===== src/design/ftbp_pkg.sv =====
// Shared types, constants and state codes of the per-flow token bucket policer.
`default_nettype none
package ftbp_pkg;

  localparam int unsigned FLOW_IDX_W = 10;
  localparam int unsigned FLOW_SLOTS = 1 << FLOW_IDX_W;
  localparam int unsigned CFG_IDX_W = 1;
  localparam int unsigned CFG_DATA_W = 32;
  localparam logic [63:0] NS_PER_SEC = 64'd1000000000;
  // Low 32 bits of floor(2^62 / 1e9); the full reciprocal is 2^32 plus this value.
  localparam logic [31:0] RECIP_LO = 32'd316718722;

  typedef enum logic [CFG_IDX_W-1:0] {
    CFG_RATE  = 1'b0,
    CFG_BURST = 1'b1
  } cfg_reg_t;

  typedef struct packed {
    logic [FLOW_IDX_W-1:0] flow_index;
    logic [63:0]           now_ns;
    logic [31:0]           override_rate;
    logic [31:0]           override_burst;
  } in_word_t;

  typedef struct packed {
    logic        allow;
    logic        limiter_active;
    logic        new_flow;
    logic [31:0] tokens_left;
  } out_word_t;

  // Back-end state machine.
  typedef enum logic [3:0] {
    BK_IDLE,
    BK_READ,
    BK_EVAL,
    BK_NEED,
    BK_DIV,
    BK_MUL1,
    BK_MUL2,
    BK_EST,
    BK_FIX1,
    BK_FIX2,
    BK_CAP,
    BK_DONE,
    BK_OUT
  } bk_state_t;

endpackage
`default_nettype wire


===== src/design/ftbp_front.sv =====
// Front end: accepts packets, resolves the limit and queues classified words.
`default_nettype none
module ftbp_front
  import ftbp_pkg::*;
(
  input  wire logic                  clk,
  input  wire logic                  rst_n,
  input  wire logic                  cfg_we,
  input  wire logic [CFG_IDX_W-1:0]  cfg_index,
  input  wire logic [CFG_DATA_W-1:0] cfg_data,
  input  wire logic                  in_push,
  input  wire in_word_t              in_data,
  output logic                       in_full,
  output logic                       q_valid,
  output in_word_t                   q_word,
  output logic [31:0]                q_rate,
  output logic [31:0]                q_burst,
  output logic                       q_active,
  input  wire logic                  q_take
);
  logic [31:0] def_rate_r, def_burst_r;
  // Two-entry queue.
  logic [1:0]  cnt_r, cnt_nxt;
  logic        rd_r, rd_nxt, wr_r, wr_nxt;
  in_word_t    wd_r [2];
  logic [31:0] rt_r [2];
  logic [31:0] bs_r [2];
  logic        ac_r [2];
  logic        push_ok;
  logic        ov_ok, df_ok;

  assign push_ok = in_push && !in_full;
  assign in_full = (cnt_r == 2'd2);
  assign ov_ok   = (in_data.override_rate != '0) && (in_data.override_burst != '0);
  assign df_ok   = (def_rate_r != '0) && (def_burst_r != '0);

  always_comb begin
    cnt_nxt = cnt_r + {1'b0, push_ok} - {1'b0, q_take};
    rd_nxt  = q_take ? !rd_r : rd_r;
    wr_nxt  = push_ok ? !wr_r : wr_r;
  end

  always_ff @(posedge clk) begin
    if (!rst_n) begin
      def_rate_r  <= '0;
      def_burst_r <= '0;
      cnt_r       <= '0;
      rd_r        <= 1'b0;
      wr_r        <= 1'b0;
    end else begin
      if (cfg_we) begin
        unique case (cfg_reg_t'(cfg_index))
          CFG_RATE:  def_rate_r  <= cfg_data;
          CFG_BURST: def_burst_r <= cfg_data;
          default: ;
        endcase
      end
      cnt_r <= cnt_nxt;
      rd_r  <= rd_nxt;
      wr_r  <= wr_nxt;
    end
    if (push_ok) begin
      wd_r[wr_r] <= in_data;
      rt_r[wr_r] <= ov_ok ? in_data.override_rate : def_rate_r;
      bs_r[wr_r] <= ov_ok ? in_data.override_burst : def_burst_r;
      ac_r[wr_r] <= ov_ok || df_ok;
    end
  end

  assign q_valid  = (cnt_r != 2'd0);
  assign q_word   = wd_r[rd_r];
  assign q_rate   = rt_r[rd_r];
  assign q_burst  = bs_r[rd_r];
  assign q_active = ac_r[rd_r];

  a_take_valid: assert property (@(posedge clk) disable iff (!rst_n) q_take |-> q_valid)
    else $error("queue taken while empty");
  a_no_over: assert property (@(posedge clk) disable iff (!rst_n) cnt_r != 2'd3)
    else $error("queue count overflow");
  a_full_hold: assert property (@(posedge clk) disable iff (!rst_n)
    (in_full && !q_take) |=> in_full)
    else $error("full queue drained without a take");
endmodule
`default_nettype wire


===== config.mk =====
export PLATFORM = sky130hd
export DESIGN_NAME = ftbp_front
export DESIGN_NICKNAME = d
export VERILOG_FILES = /design/src/design/ftbp_pkg.sv /design/src/design/ftbp_front.sv
export SDC_FILE = /design/constraint.sdc
export NUM_CORES = 1
export LEC_CHECK = 0
export BUFFER_PORTS_ARGS = -buffer_cell sky130_fd_sc_hd__clkbuf_2
export CORE_ASPECT_RATIO = 1.1
export CORE_MARGIN = 4
export CORE_UTILIZATION = 49
export DETAILED_ROUTE_END_ITERATION = 8
export PLACE_DENSITY = 0.85
export SLEW_MARGIN = 10
export SYNTH_ARGS = -nofsm -noshare
export SYNTH_HDL_FRONTEND = slang
export SYNTH_SLANG_ARGS = --single-unit

===== constraint.sdc =====
create_clock -name clk -period 10.2 [get_ports clk]
set_input_delay 0.51 -clock clk [delete_from_list [all_inputs] [get_ports clk]]
set_output_delay 0.51 -clock clk [all_outputs]
set_load 0.01 [all_outputs]

==> out/results.ini <==
[run_status]
status=finished clean

[drt]
router_iterations_before_antenna_repair=5
detailedRoute.firstIterationViolations=831
remaining_routing_drc_violations=0
wl_per_cell_um=22.63
route.vias.total=10450
ant_nets=0
drt-total-wl_um=44190
vias_per_cell=5.351

[floorplan]
number_of_rows_created_at_floorplan=73
initial_core_utilization_pct=49.97
die_height_um=210.2
core_area_mm2=0.03644
fp.dieW_um=191.8
io_count=381
design.die.area_mm2=0.04031

[setup_path]
endpoint_kind=output pin
critPathSlowestCell=dfxtp_4
max_stage_delay_ns=1.02
worstSetupStartpointType=flip-flop
number_of_logic_stages_on_the_critical_path_including_buffering=3
worst-path-max-fanout=72
ff2ff_path_depth=5
cp_data_required_time_ns=9.69
critical_path_buffers_and_inverters=2
reg2reg_slack_ns=7.20
endpoint=q_rate[7]
critical_path.reg2reg.endpoint=wd_r[0][135]$_DFFE_PP_
worst-setup-path-type=flip-flop to output pin
path_delay_family=flip-flops
reg_to_reg_startpoint=cnt_r[0]$_SDFF_PN0_
path_cells=buf_4 > mux2_2 > clkbuf_2
worst-endpoint-arrival_ns=3.11

[global_route]
global_route_wire_length_before_repair_um=65070
pin_count_of_the_biggest_net_entering_global_routing=84
globalRouteTotalUtil_pct=21.13
gr-total-overflow=0
first_global_vias=10970
grt_antenna_before_repair=2

[cells_and_area]
instances_no_fill=1953
final_core_utilization_pct=60.20
drive_gt1_share_pct=46.04
areaGrowthSynthToFinish_pct=20.47
nNetsFinal=1613
design_area_mm2=0.02194
num_antenna_cells=0

[sta]
fin_setup_tns_ns=0
setup-violations-final=0
fin_crit_ns=3.619
max_clock_freq_mhz=276.3
grt_setup_unrepaired=false
finalHoldViolations=0
period_share_pct=35.48
timing.slew.headroom_pct=19.63
drv_slew=0
worst-slew-pin-transition_ns=1.200
clock-skew-final_ns=0.01943

[yosys]
postSynthCellCount=1050
synthDominantAreaCellType=edfxtp_1
post_synth_num_cell_types=24
dominantRegCellSynth=edfxtp_1
synth_edf_count=406
synth.avg_cell_area_um2=17.34
post_synth_instance_area_mm2=0.01821
synth.yosys.warnings=0
postSynth.asyncResetShare_pct=0
synth_seq_area_share_pct=74.54
post-synth-top-count-cell=edfxtp_1
synth_seq_cells=475
synthesis.nets=1228
synthDominantCellAreaShare_pct=66.95
ranking_of_synthesized_cells_by_instance_count=edfxtp_1 (406), mux2_2 (218), nand2_1 (131), dfxtp_1 (69), a21boi_0 (64)
post_synth_main_area_contributors=edfxtp_1 (67%), mux2_2 (13%), dfxtp_1 (7.6%)

[hold_path]
holdCritPathClass=primary input to flip-flop
hold-path-cell-count=1

[clock_tree]
post_cts_setup_buffers=0
cts_root_buf=clkbuf_16
cts_hold_buffers=0
clock_latency_ns=0.55
post_cts_resized=0
tritoncts_num_sinks=475
clockBufferDepth=3
cts_tree=done
clkSlewWorstSetupHoldPaths_ns=0.06
htree_num_levels=2
cts_made_buffers=46

[placement]
weighted_congestion_at_the_end_of_routability_driven_global_placement=0.8213
placed_wire_length_estimate_after_detailed_placement_um=31190
place_area_mm2=0.02056
dp.cells=1874
placement.io_buffers=380

[power]
cellPowerDensity_mw_per_mm2=220.5
vdd_drop_max_v=0.0001948
total_power_mw=4.837
p_leak_nw=8.038

[run]
maxCapViolCount=0

[logic make-up (layout without fill, tap and decap cells)]
logic type	Yosys count	in the layout	share of synthesized area, %
simple gates	183	183	4.473
flops	475	475	74.54
buf+inv	53	469	1.443
mux	267	267	16.51
xor+xnor	4	4	0.1924
fa+ha+maj	2	2	0.1374
compound gates	66	66	2.707
[where the power goes]
| group | switching [mW] | total, mW | internal, mW |
|---|---|---|---|
| clock | 0.666 | 1.55 | 0.888 |
| combinational | 0.465 | 0.770 | 0.305 |
| sequential | 0.0825 | 2.51 | 2.43 |
[layout make-up]
type	count	area, µm²
Clock buffer	64	1306
Timing Repair Buffer	388	1962
Tap cell	487	609.3
Multi-Input combinational cell	522	4403
Inverter	2	7.507
Fill cell	2664	14510
Sequential cell	475	13580
Clock inverter	15	72.57
[worst reg2reg max path, cell delays in order (launching register included)]
cell	delay, ns
dfxtp_1	0.34
nand2b_1	0.15
nand2_1	0.15
nor2_4	0.57
buf_4	0.44
buf_4	0.85
[per-layer routing]
| metal | track usage [%] | share of wire [%] | up-vias | wire, µm |
|---|---|---|---|---|
| met2 | 36.47 | 50 | 445 | 21890 |
| met4 | 5.276 | 2.3 | 2 | 1006 |
| met1 | 26.17 | 39 | 5159 | 17120 |
| li1 | - | - | 4769 | - |
| met5 | 0 | 0.027 | - | 12 |
| met3 | 6.409 | 9.4 | 75 | 4161 |
[registers in the layout (all words and copies together) (netlist names), 2 cells and up, named ones only]
register	flops
wd_r	276
bs_r	64
rt_r	64
def_burst_r	32
def_rate_r	32
ac_r	2
cnt_r	2
[cells in the final DEF, fill, tap and decap left out, types with 32 or more instances in the layout]
cell type,count
clkbuf_2,382
mux2_1,49
dfxtp_1,68
nor4_1,32
edfxtp_1,406
a21boi_0,64
clkbuf_16,47
nand2_1,131
mux2_2,218
[worst min-delay path by stage]
stage | to | start
floorplan | def_rate_r[0]$_SDFFE_PN0P_ | def_rate_r[0]$_SDFFE_PN0P_
global placement | def_rate_r[3]$_SDFFE_PN0P_ | def_rate_r[3]$_SDFFE_PN0P_
detailed placement | def_burst_r[29]$_SDFFE_PN0P_ | def_burst_r[29]$_SDFFE_PN0P_
CTS | wd_r[1][92]$_DFFE_PP_ | in_data[92]
global route | wd_r[1][124]$_DFFE_PP_ | in_data[124]
finish | wd_r[1][92]$_DFFE_PP_ | in_data[92]
[stage by stage]
step                      setup WS, ns  hold WS [ns]
after CTS                        6.530        0.1218
after global routing             6.436        0.1297
after global placement           6.821        0.4752
after detailed placement         6.798        0.4872
after floorplan                 0.4118        0.4527
final                            6.581        0.1587
Note: power is estimated with default switching activity, not from simulation.
